**src/rtl/core/dat_pkg.sv**
```systemverilog
// Types and constants shared by the device address table.
`timescale 1ns / 1ps

package dat_pkg;

   localparam int SLOT_W = 4;
   localparam logic [15:0] ETH_HEADER_BYTES = 16'd14;

   // request codes
   localparam logic [2:0] MODE_REGISTER   = 3'd0;
   localparam logic [2:0] MODE_UNREGISTER = 3'd1;
   localparam logic [2:0] MODE_LOOKUP_IP  = 3'd2;
   localparam logic [2:0] MODE_LOOKUP_MAC = 3'd3;
   localparam logic [2:0] MODE_SET_IP     = 3'd4;

   // result codes
   localparam logic [2:0] STATUS_OK        = 3'd0;
   localparam logic [2:0] STATUS_INVALID   = 3'd1;
   localparam logic [2:0] STATUS_EXISTS    = 3'd2;
   localparam logic [2:0] STATUS_FULL      = 3'd3;
   localparam logic [2:0] STATUS_NOT_FOUND = 3'd4;

   typedef struct packed {
      logic [2:0]  mode;
      logic [15:0] device_handle;
      logic [47:0] mac_address;
      logic [31:0] ip_address;
      logic        is_ethernet;
      logic [15:0] link_mtu;
   } req_type;

   typedef struct packed {
      logic [2:0]        status;
      logic [15:0]       found_handle;
      logic [31:0]       found_ip;
      logic              ambiguous;
      logic [15:0]       payload_mtu;
      logic [SLOT_W-1:0] slot_index;
   } rsp_type;

   // one table row as stored in RAM
   typedef struct packed {
      logic [47:0] mac;
      logic [31:0] ip;
      logic [15:0] handle;
   } entry_type;

   typedef enum logic [1:0] {
      STATE_IDLE,
      STATE_SCAN,
      STATE_COMMIT
   } state_type;

endpackage

```
**src/rtl/core/dat_ram.sv**
```systemverilog
// Generic single-port-write, single-port-read RAM with registered read.
`timescale 1ns / 1ps

module dat_ram #(
   parameter int WIDTH = 96,
   parameter int DEPTH = 16
) (
   input  logic                     clock,
   input  logic                     wr_en,
   input  logic [$clog2(DEPTH)-1:0] wr_addr,
   input  logic [WIDTH-1:0]         wr_data,
   input  logic                     rd_en,
   input  logic [$clog2(DEPTH)-1:0] rd_addr,
   output logic [WIDTH-1:0]         rd_data
);

   logic [WIDTH-1:0] mem_ff [DEPTH];
   logic [WIDTH-1:0] rd_data_ff;

   always_ff @(posedge clock) begin
      if (wr_en) begin
         mem_ff[wr_addr] <= wr_data;
      end
      if (rd_en) begin
         rd_data_ff <= mem_ff[rd_addr];
      end
   end

   assign rd_data = rd_data_ff;

endmodule

```
**src/rtl/core/device_address_table_top.sv**
```systemverilog
// Steps: accept in idle, read all TABLE_ENTRIES rows of the entry RAM in turn, compare
//   each row as it comes out, then commit; invalid requests skip the scan.
// Throughput: one request at a time; the sequential scan of the entry RAM (one read
//   port, one row per cycle) sets the rate.
// Reset: synchronous; clears all valid marks, the default IP and the control state.
//   Entry RAM contents are not cleared; a row counts only behind its valid mark.
`timescale 1ns / 1ps

module device_address_table_top #(
   parameter int TABLE_ENTRIES = 16
) (
   input  logic             clock,
   input  logic             reset,
   input  logic             req_valid,
   output logic             req_ready,
   input  dat_pkg::req_type req_data,
   output logic             rsp_valid,
   input  logic             rsp_ready,
   output dat_pkg::rsp_type rsp_data,
   input  logic             csr_wr_en,
   input  logic [31:0]      csr_wr_data
);

   import dat_pkg::*;

   localparam int IW = $clog2(TABLE_ENTRIES);
   localparam int EW = $bits(entry_type);
   localparam logic [IW-1:0] LAST_IDX = IW'(TABLE_ENTRIES - 1);

   state_type               state_ff, state_in;
   req_type                 req_ff, req_in;
   logic [IW-1:0]           rd_idx_ff, rd_idx_in;
   logic                    issue_done_ff, issue_done_in;
   logic                    cmp_valid_ff, cmp_valid_in;
   logic [IW-1:0]           cmp_idx_ff, cmp_idx_in;
   logic                    cmp_last_ff, cmp_last_in;
   logic                    hit_found_ff, hit_found_in;
   logic [IW-1:0]           hit_idx_ff, hit_idx_in;
   entry_type               hit_entry_ff, hit_entry_in;
   logic                    amb_ff, amb_in;
   logic                    free_found_ff, free_found_in;
   logic [IW-1:0]           free_idx_ff, free_idx_in;
   logic                    early_ff, early_in;
   logic [TABLE_ENTRIES-1:0] valid_ff, valid_in;
   logic                    rsp_valid_ff, rsp_valid_in;
   rsp_type                 rsp_data_ff, rsp_data_in;
   logic [31:0]             default_ip_ff;

   logic                    ram_wr_en;
   logic [IW-1:0]           ram_wr_addr;
   entry_type               ram_wr_entry;
   logic                    ram_rd_en;
   logic [EW-1:0]           ram_rd_data;
   entry_type               rd_entry;
   logic                    key_match;
   logic                    row_match;

   dat_ram #(
      .WIDTH (EW),
      .DEPTH (TABLE_ENTRIES)
   ) u_entry_ram (
      .clock   (clock),
      .wr_en   (ram_wr_en),
      .wr_addr (ram_wr_addr),
      .wr_data (ram_wr_entry),
      .rd_en   (ram_rd_en),
      .rd_addr (rd_idx_ff),
      .rd_data (ram_rd_data)
   );

   assign rd_entry  = entry_type'(ram_rd_data);
   assign req_ready = (state_ff == STATE_IDLE);
   assign rsp_valid = rsp_valid_ff;
   assign rsp_data  = rsp_data_ff;

   // key compare on the row coming out of the RAM
   always_comb begin
      key_match = 1'b0;
      unique case (req_ff.mode) inside
         MODE_REGISTER, MODE_LOOKUP_MAC: key_match = (rd_entry.mac == req_ff.mac_address);
         MODE_LOOKUP_IP:                 key_match = (rd_entry.ip == req_ff.ip_address);
         MODE_UNREGISTER, MODE_SET_IP:   key_match = (rd_entry.handle == req_ff.device_handle);
         default:                        key_match = 1'b0;
      endcase
      row_match = valid_ff[cmp_idx_ff] && key_match;
   end

   always_comb begin
      state_in      = state_ff;
      req_in        = req_ff;
      rd_idx_in     = rd_idx_ff;
      issue_done_in = issue_done_ff;
      cmp_valid_in  = 1'b0;
      cmp_idx_in    = cmp_idx_ff;
      cmp_last_in   = cmp_last_ff;
      hit_found_in  = hit_found_ff;
      hit_idx_in    = hit_idx_ff;
      hit_entry_in  = hit_entry_ff;
      amb_in        = amb_ff;
      free_found_in = free_found_ff;
      free_idx_in   = free_idx_ff;
      early_in      = early_ff;
      valid_in      = valid_ff;
      rsp_valid_in  = rsp_valid_ff && !rsp_ready;
      rsp_data_in   = rsp_data_ff;
      ram_wr_en     = 1'b0;
      ram_wr_addr   = hit_idx_ff;
      ram_wr_entry  = hit_entry_ff;
      ram_rd_en     = 1'b0;

      unique case (state_ff)
         STATE_IDLE: begin
            if (req_valid) begin
               req_in        = req_data;
               rd_idx_in     = '0;
               issue_done_in = 1'b0;
               hit_found_in  = 1'b0;
               amb_in        = 1'b0;
               free_found_in = 1'b0;
               early_in      = (req_data.mode > MODE_SET_IP) ||
                               ((req_data.mode == MODE_REGISTER) &&
                                ((default_ip_ff == '0) || (req_data.ip_address != '0) ||
                                 !req_data.is_ethernet));
               state_in      = early_in ? STATE_COMMIT : STATE_SCAN;
            end
         end

         STATE_SCAN: begin
            // issue one row read per cycle; compare each row in the cycle after its read
            if (!issue_done_ff) begin
               ram_rd_en    = 1'b1;
               cmp_valid_in = 1'b1;
               cmp_idx_in   = rd_idx_ff;
               cmp_last_in  = (rd_idx_ff == LAST_IDX);
               rd_idx_in    = rd_idx_ff + 1'b1;
               if (rd_idx_ff == LAST_IDX) begin
                  issue_done_in = 1'b1;
               end
            end
            if (cmp_valid_ff) begin
               if (req_ff.mode == MODE_LOOKUP_IP) begin
                  // last match wins
                  if (row_match) begin
                     hit_found_in = 1'b1;
                     hit_idx_in   = cmp_idx_ff;
                     hit_entry_in = rd_entry;
                     amb_in       = amb_ff || hit_found_ff;
                  end
               end else if (row_match && !hit_found_ff) begin
                  hit_found_in = 1'b1;
                  hit_idx_in   = cmp_idx_ff;
                  hit_entry_in = rd_entry;
               end
               if (!valid_ff[cmp_idx_ff] && !free_found_ff) begin
                  free_found_in = 1'b1;
                  free_idx_in   = cmp_idx_ff;
               end
               if (cmp_last_ff) begin
                  state_in = STATE_COMMIT;
               end
            end
         end

         STATE_COMMIT: begin
            // wait for the output register; table writes happen as the result is loaded into it
            if (!rsp_valid_ff || rsp_ready) begin
               rsp_valid_in = 1'b1;
               state_in     = STATE_IDLE;
               rsp_data_in  = '0;
               rsp_data_in.status = STATUS_NOT_FOUND;
               if (early_ff) begin
                  rsp_data_in.status = STATUS_INVALID;
               end else begin
                  unique case (req_ff.mode) inside
                     MODE_REGISTER: begin
                        if (hit_found_ff) begin
                           rsp_data_in.status = STATUS_EXISTS;
                        end else if (!free_found_ff) begin
                           rsp_data_in.status = STATUS_FULL;
                        end else begin
                           rsp_data_in.status      = STATUS_OK;
                           rsp_data_in.found_ip    = default_ip_ff;
                           rsp_data_in.payload_mtu =
                              (req_ff.link_mtu > ETH_HEADER_BYTES) ?
                              (req_ff.link_mtu - ETH_HEADER_BYTES) : '0;
                           rsp_data_in.slot_index  = SLOT_W'(free_idx_ff);
                           ram_wr_en           = 1'b1;
                           ram_wr_addr         = free_idx_ff;
                           ram_wr_entry.mac    = req_ff.mac_address;
                           ram_wr_entry.ip     = default_ip_ff;
                           ram_wr_entry.handle = req_ff.device_handle;
                           valid_in[free_idx_ff] = 1'b1;
                        end
                     end
                     MODE_UNREGISTER: begin
                        if (hit_found_ff) begin
                           rsp_data_in.status     = STATUS_OK;
                           rsp_data_in.found_ip   = hit_entry_ff.ip;
                           rsp_data_in.slot_index = SLOT_W'(hit_idx_ff);
                           valid_in[hit_idx_ff]   = 1'b0;
                        end
                     end
                     MODE_LOOKUP_IP, MODE_LOOKUP_MAC: begin
                        if (hit_found_ff) begin
                           rsp_data_in.status       = STATUS_OK;
                           rsp_data_in.found_handle = hit_entry_ff.handle;
                           rsp_data_in.found_ip     = hit_entry_ff.ip;
                           rsp_data_in.ambiguous    = amb_ff;
                           rsp_data_in.slot_index   = SLOT_W'(hit_idx_ff);
                        end
                     end
                     MODE_SET_IP: begin
                        if (hit_found_ff) begin
                           rsp_data_in.status     = STATUS_OK;
                           rsp_data_in.found_ip   = req_ff.ip_address;
                           rsp_data_in.slot_index = SLOT_W'(hit_idx_ff);
                           ram_wr_en       = 1'b1;
                           ram_wr_entry.ip = req_ff.ip_address;
                        end
                     end
                     default: rsp_data_in.status = STATUS_INVALID;
                  endcase
               end
            end
         end

         default: state_in = STATE_IDLE;
      endcase
   end

   always_ff @(posedge clock) begin
      if (reset) begin
         state_ff      <= STATE_IDLE;
         issue_done_ff <= 1'b0;
         cmp_valid_ff  <= 1'b0;
         valid_ff      <= '0;
         rsp_valid_ff  <= 1'b0;
         default_ip_ff <= '0;
      end else begin
         state_ff      <= state_in;
         issue_done_ff <= issue_done_in;
         cmp_valid_ff  <= cmp_valid_in;
         valid_ff      <= valid_in;
         rsp_valid_ff  <= rsp_valid_in;
         if (csr_wr_en) begin
            default_ip_ff <= csr_wr_data;
         end
      end
   end

   always_ff @(posedge clock) begin
      req_ff        <= req_in;
      rd_idx_ff     <= rd_idx_in;
      cmp_idx_ff    <= cmp_idx_in;
      cmp_last_ff   <= cmp_last_in;
      hit_found_ff  <= hit_found_in;
      hit_idx_ff    <= hit_idx_in;
      hit_entry_ff  <= hit_entry_in;
      amb_ff        <= amb_in;
      free_found_ff <= free_found_in;
      free_idx_ff   <= free_idx_in;
      early_ff      <= early_in;
      rsp_data_ff   <= rsp_data_in;
   end

   a_accept_idle: assert property (@(posedge clock) disable iff (reset)
      (req_valid && req_ready) |-> (state_ff == STATE_IDLE))
      else $error("request taken outside idle");

   a_write_commit: assert property (@(posedge clock) disable iff (reset)
      ram_wr_en |-> (state_ff == STATE_COMMIT) && (!rsp_valid_ff || rsp_ready))
      else $error("table write without a result transfer slot");

   a_cmp_in_scan: assert property (@(posedge clock) disable iff (reset)
      cmp_valid_ff |-> (state_ff == STATE_SCAN))
      else $error("compare stage busy outside scan");

   a_mtu_only_ok: assert property (@(posedge clock) disable iff (reset)
      (rsp_valid_ff && (rsp_data_ff.status != STATUS_OK)) |-> (rsp_data_ff.payload_mtu == '0))
      else $error("payload MTU on a failed request");

   a_register_sets_valid: assert property (@(posedge clock) disable iff (reset)
      (ram_wr_en && (req_ff.mode == MODE_REGISTER)) |=> valid_ff[$past(free_idx_ff)])
      else $error("registered slot not marked valid");

endmodule

```
**config.mk**
```make
export PLATFORM = sky130hd
export DESIGN_NAME = device_address_table_top
export DESIGN_NICKNAME = d
export VERILOG_FILES = /design/src/rtl/core/dat_pkg.sv /design/src/rtl/core/dat_ram.sv /design/src/rtl/core/device_address_table_top.sv
export SDC_FILE = /design/constraint.sdc
export NUM_CORES = 2
export LEC_CHECK = 0
export BUFFER_PORTS_ARGS = -buffer_cell sky130_fd_sc_hd__buf_2
export CELL_PAD_IN_SITES_DETAIL_PLACEMENT = 2
export CELL_PAD_IN_SITES_GLOBAL_PLACEMENT = 2
export CORE_ASPECT_RATIO = 0.8
export CORE_UTILIZATION = 25
export DETAILED_ROUTE_END_ITERATION = 10
export HOLD_SLACK_MARGIN = 0.05
export PLACE_DENSITY = 0.47
export RECOVER_POWER = 50
export SYNTH_ARGS = -nofsm -noshare
export SYNTH_HDL_FRONTEND = slang
export SYNTH_SLANG_ARGS = --single-unit
export TNS_END_PERCENT = 100
```
**constraint.sdc**
```tcl
create_clock -name clock -period 7.95 [get_ports clock]
set_input_delay 0 -clock clock [delete_from_list [all_inputs] [get_ports clock]]
set_output_delay 0 -clock clock [all_outputs]
set_load 0.1 [all_outputs]
```
==> parameters.txt <==
Parameter                              Value

Detailed routing
  Aggregate routed wire length    223700 um
  Number of vias per cell    4.468
  Number of design rule violations left after detail routing    0
  Violation count after the first detailed-routing iteration    3028
  First-pass DRT Iterations    5
  Antenna Violating Nets Remaining    0
  Average wire per cell in the routed design    26.77 um
  Via count    37330

Flow run
  Max-cap check violation count    11

Layout
  Relative area change from synthesis to final layout    22.00%
  Area used by multi-input combinational logic    15640 um2
  Final-layout fill cell count    29910
  Share of final-layout standard cells stronger than drive strength 1    0.2114
  Number of nets in the layout    4357
  Sequential Area    59200 um2

Synthesis
  Share of synthesized registers carrying an async set or reset    0
  Net count after synthesis    3628
  Sequential area share after synthesis    0.7848
  Top cell type's share of synthesized area    0.7708
  Cells after Synth    3473
  Cell taking the most area after synthesis    sky130_fd_sc_hd__edfxtp_1
  Top cells by area in the synthesized netlist    sky130_fd_sc_hd__edfxtp_1 77%, sky130_fd_sc_hd__mux4_2 14%, sky130_fd_sc_hd__nand2_1 1.5%
  Per-instance average area after synthesis    21.72 um2
  Flip-flop and latch count after synthesis    1989
  Post-synth EDFFs    1936
  Synth cell types    44
  Warning count from the yosys run    0
  Leading register cell type out of synthesis    sky130_fd_sc_hd__edfxtp_1
  Post-synthesis cell area    75430 um2

Floorplanning
  Starting Density    0.2525
  Row Count    179
  Core footprint    298800 um2
  I/O pin count    227
  Die height    493.3 um
  Die area    303900 um2
  Horizontal die dimension    616.1 um

Worst setup path
  Required time reported for the critical path endpoint    8.43 ns
  Endpoint type of the worst setup path    flip-flop
  Worst setup startpoint    req_ff[115]
  Reg-to-Reg Start    req_ff[115]
  CP arrival    6.53 ns
  Max stage delay on crit path    1.11 ns
  CP Cell Sequence    nor4_1 > buf_4 > nand2_1 > nor3b_1 > a21oi_1 > nor2_4 > buf_12
  Startpoint type of the worst setup path    flip-flop
  Startpoint-to-endpoint class of the critical path    reg -> reg
  Maximum fanout along the worst path    78
  Cell with the biggest individual delay on the critical path    sky130_fd_sc_hd__nand2_1

Timing
  Highest Clock Rate    165.2 MHz
  Post-route minimum period    6.054 ns
  Relative slew slack    -2.071
  Setup slack of the critical path after layout    1.896 ns
  Final number of max-transition violations    501
  Final clock skew    0.05118 ns
  RSZ-0062 raised after global routing    no
  Fin Hold WS    0.1947 ns
  Final setup violation count    0
  Hold Vio Cnt, Final    0
  Share of the clock period used by the worst path    0.7615
  Aggregate negative setup slack    0 ns
  Pin slew with the least headroom to its limit    4.606 ns

Outcome
  Failing checks    max-capacitance violations, max-slew violations
  Result of the run    finished, violations left

Clocking
  Clock tree from TritonCTS    done
  Source-to-sink clock delay at the later pin of the worst-skew pair    0.87 ns
  Resize count post-CTS    0
  CTS HTree Levels    4
  Clock buffer count from CTS    210
  Clock Path Buffers    4
  Clock slew seen by the registers of the worst setup and hold paths    0.06 ns
  Clk sinks    1989
  CTS root buffer    sky130_fd_sc_hd__clkbuf_16

Pwr
  Switching power as a share of total power    0.2670
  Worst-case vdd ir drop    0.1979 mV
  Internal power    19.86 mW
  Leakage dissipation    28.49 nW
  Power per cell area    294.4 nW/um2
  PnR Total Power    27.09 mW
  Share of total power in sequential cells    0.453
  Switching power total    7.231 mW
  Combinational Power Share    0.179
  Clock network fraction of design power    0.369

Place
  Placement-stage worst setup slack    2.795 ns
  Count of input and output buffers    226
  Routability congestion estimate from global placement    0.7036
  Post-detail-place hpwl    117500 um

Global routing
  Global-route wire length before repair    319200 um
  Largest net degree at the start of global routing    118
  Initial antenna violation count    11
  Via count of the first global-routing pass    40960
  Residual overflow from global routing    0
  Overall routing resource usage    0.1455

Min path
  Startpoint of the most critical hold path    req_data[16]
  Type of the most critical hold path    in -> reg
[metal layers]
metal | global-route usage | share of wire
met1 | 0.2258 | 0.51
met2 | 0.2158 | 0.43
met3 | 0.01952 | 0.041
met4 | 0.03024 | 0.019
met5 | 0 | 0
[power groups by stage]
stage	Sequential (mW)	Combinational [mW]	Clock (mW)
floorplan	12.7	2.98	0
global placement	12.5	4.82	0
detailed placement	12.5	4.83	0
CTS	12.2	5.00	10.3
global route	12.3	5.20	10.7
finish	12.3	4.84	9.98
[layout by cell type, fill, tap and decap left out, types with 5 or more instances in the layout]
cell / count
sky130_fd_sc_hd__edfxtp_1: 1936
sky130_fd_sc_hd__mux4_2: 482
sky130_fd_sc_hd__dlygate4sd3_1: 363
sky130_fd_sc_hd__nand2_1: 295
sky130_fd_sc_hd__clkbuf_1: 221
sky130_fd_sc_hd__clkbuf_16: 215
sky130_fd_sc_hd__xor2_1: 88
sky130_fd_sc_hd__nor2_1: 80
sky130_fd_sc_hd__buf_2: 79
sky130_fd_sc_hd__a21oi_1: 60
sky130_fd_sc_hd__o21ai_0: 53
sky130_fd_sc_hd__clkinv_1: 53
sky130_fd_sc_hd__dfxtp_1: 53
sky130_fd_sc_hd__nor4_1: 41
sky130_fd_sc_hd__a22oi_1: 37
sky130_fd_sc_hd__mux2i_1: 32
sky130_fd_sc_hd__clkinv_2: 30
sky130_fd_sc_hd__xnor2_1: 24
sky130_fd_sc_hd__bufinv_16: 24
sky130_fd_sc_hd__buf_4: 24
sky130_fd_sc_hd__buf_12: 23
sky130_fd_sc_hd__nand3_1: 17
sky130_fd_sc_hd__nor2_4: 15
sky130_fd_sc_hd__and2_0: 15
sky130_fd_sc_hd__nor3_1: 12
sky130_fd_sc_hd__nand4_1: 9
sky130_fd_sc_hd__diode_2: 7
sky130_fd_sc_hd__a21o_1: 6
sky130_fd_sc_hd__nand3b_1: 6
sky130_fd_sc_hd__clkinvlp_4: 6
sky130_fd_sc_hd__clkinv_4: 6
sky130_fd_sc_hd__nand2b_1: 5
sky130_fd_sc_hd__and2_1: 5
sky130_fd_sc_hd__clkbuf_2: 5
[through the flow]
step	instances	util	instance area, um2
floorplan	3473	-	75430
global placement	7608	0.2745	82010
detailed placement	7608	0.2745	82010
CTS	8348	0.3094	92430
global route	8350	0.3080	92010
finish	8356	0.3080	92020
[area by class of cell]
cell class / count / area share
flip-flops and latches: 1989 / 0.6433
clock buffers: 256 / 0.06057
diodes: 7 / 0.0001904
clock inverters: 121 / 0.01308
inverters: 4 / 0.0002447
multi-input cells: 1318 / 0.1699
well taps: 3982 / 0.05414
repair buffers: 679 / 0.05856
[flip-flops by register name, summed over array words and instances, names as in the netlist]
| name | flops |
|---|---|
| default_ip_ff | 32 |
| valid_ff | 16 |
| u_entry_ram.rd_data | 96 |
| hit_idx_ff | 4 |
| rsp_data | 72 |
| req_ff | 115 |
| cmp_valid_ff | 1 |
| state_ff | 2 |
| free_found_ff | 1 |
| amb_ff | 1 |
| early_ff | 1 |
| cmp_last_ff | 1 |
| free_idx_ff | 4 |
| rsp_valid | 1 |
| cmp_idx_ff | 4 |
| u_entry_ram.mem_ff | 1536 |
| rd_idx_ff | 4 |
| hit_found_ff | 1 |
| issue_done_ff | 1 |
| hit_entry_ff | 96 |
[critical path: cells and delay by family (launching register included)]
kind | cells | cell delay [ns]
and+or+nand+nor | 4 | 3.30
DFF | 1 | 0.77
buffers and inverters | 2 | 1.07
AOI/OAI and AO/OA | 1 | 0.34
[Yosys cell counts (2+ instances only)]
| master | count |
|---|---|
| sky130_fd_sc_hd__o21ai_0 | 54 |
| sky130_fd_sc_hd__buf_2 | 61 |
| sky130_fd_sc_hd__a21o_1 | 6 |
| sky130_fd_sc_hd__or3_1 | 3 |
| sky130_fd_sc_hd__mux4_1 | 3 |
| sky130_fd_sc_hd__ha_1 | 2 |
| sky130_fd_sc_hd__edfxtp_1 | 1936 |
| sky130_fd_sc_hd__mux4_2 | 482 |
| sky130_fd_sc_hd__a22oi_1 | 37 |
| sky130_fd_sc_hd__mux2i_1 | 32 |
| sky130_fd_sc_hd__dfxtp_1 | 53 |
| sky130_fd_sc_hd__a21oi_1 | 60 |
| sky130_fd_sc_hd__nor2_1 | 96 |
| sky130_fd_sc_hd__inv_1 | 4 |
| sky130_fd_sc_hd__nand2b_1 | 5 |
| sky130_fd_sc_hd__buf_6 | 2 |
| sky130_fd_sc_hd__xor2_1 | 88 |
| sky130_fd_sc_hd__nand3_1 | 17 |
| sky130_fd_sc_hd__nor3b_1 | 4 |
| sky130_fd_sc_hd__nor3_1 | 11 |
| sky130_fd_sc_hd__nand4_1 | 9 |
| sky130_fd_sc_hd__and2_1 | 21 |
| sky130_fd_sc_hd__nor4_1 | 41 |
| sky130_fd_sc_hd__buf_1 | 4 |
| sky130_fd_sc_hd__and3_1 | 4 |
| sky130_fd_sc_hd__xnor2_1 | 24 |
| sky130_fd_sc_hd__nand2_1 | 295 |
| sky130_fd_sc_hd__nor2b_1 | 4 |
| sky130_fd_sc_hd__clkbuf_1 | 95 |
| sky130_fd_sc_hd__nand3b_1 | 6 |
[kinds of logic (layout without fill, tap and decap cells)]
logic type	after synthesis	in the layout	share of synthesized area
compound gates	163	163	0.01256
simple gates	524	524	0.03061
fa+ha+maj	2	2	0.0003317
flops	1989	1989	0.7848
buf+inv	166	1060	0.009472
other cells	0	7	0
xor+xnor	112	112	0.01301
mux	517	517	0.1492
[worst paths after layout]
path                               endpoint  slack, ns  cells past startpoint
setup reg to reg  u_entry_ram.mem_ff[6][59]       1.90                      7
hold / removal                     early_ff       0.19                      5
setup / recovery  u_entry_ram.mem_ff[6][59]       1.90                      7
hold reg to reg            hit_entry_ff[66]       0.46                      0
[what timing repair did]
item,4_1_cts,5_1_grt
endpoints found under the hold margin,179,0
setup buffers,0,0
hold buffers,363,0
Power figures use the tool's default switching activity.
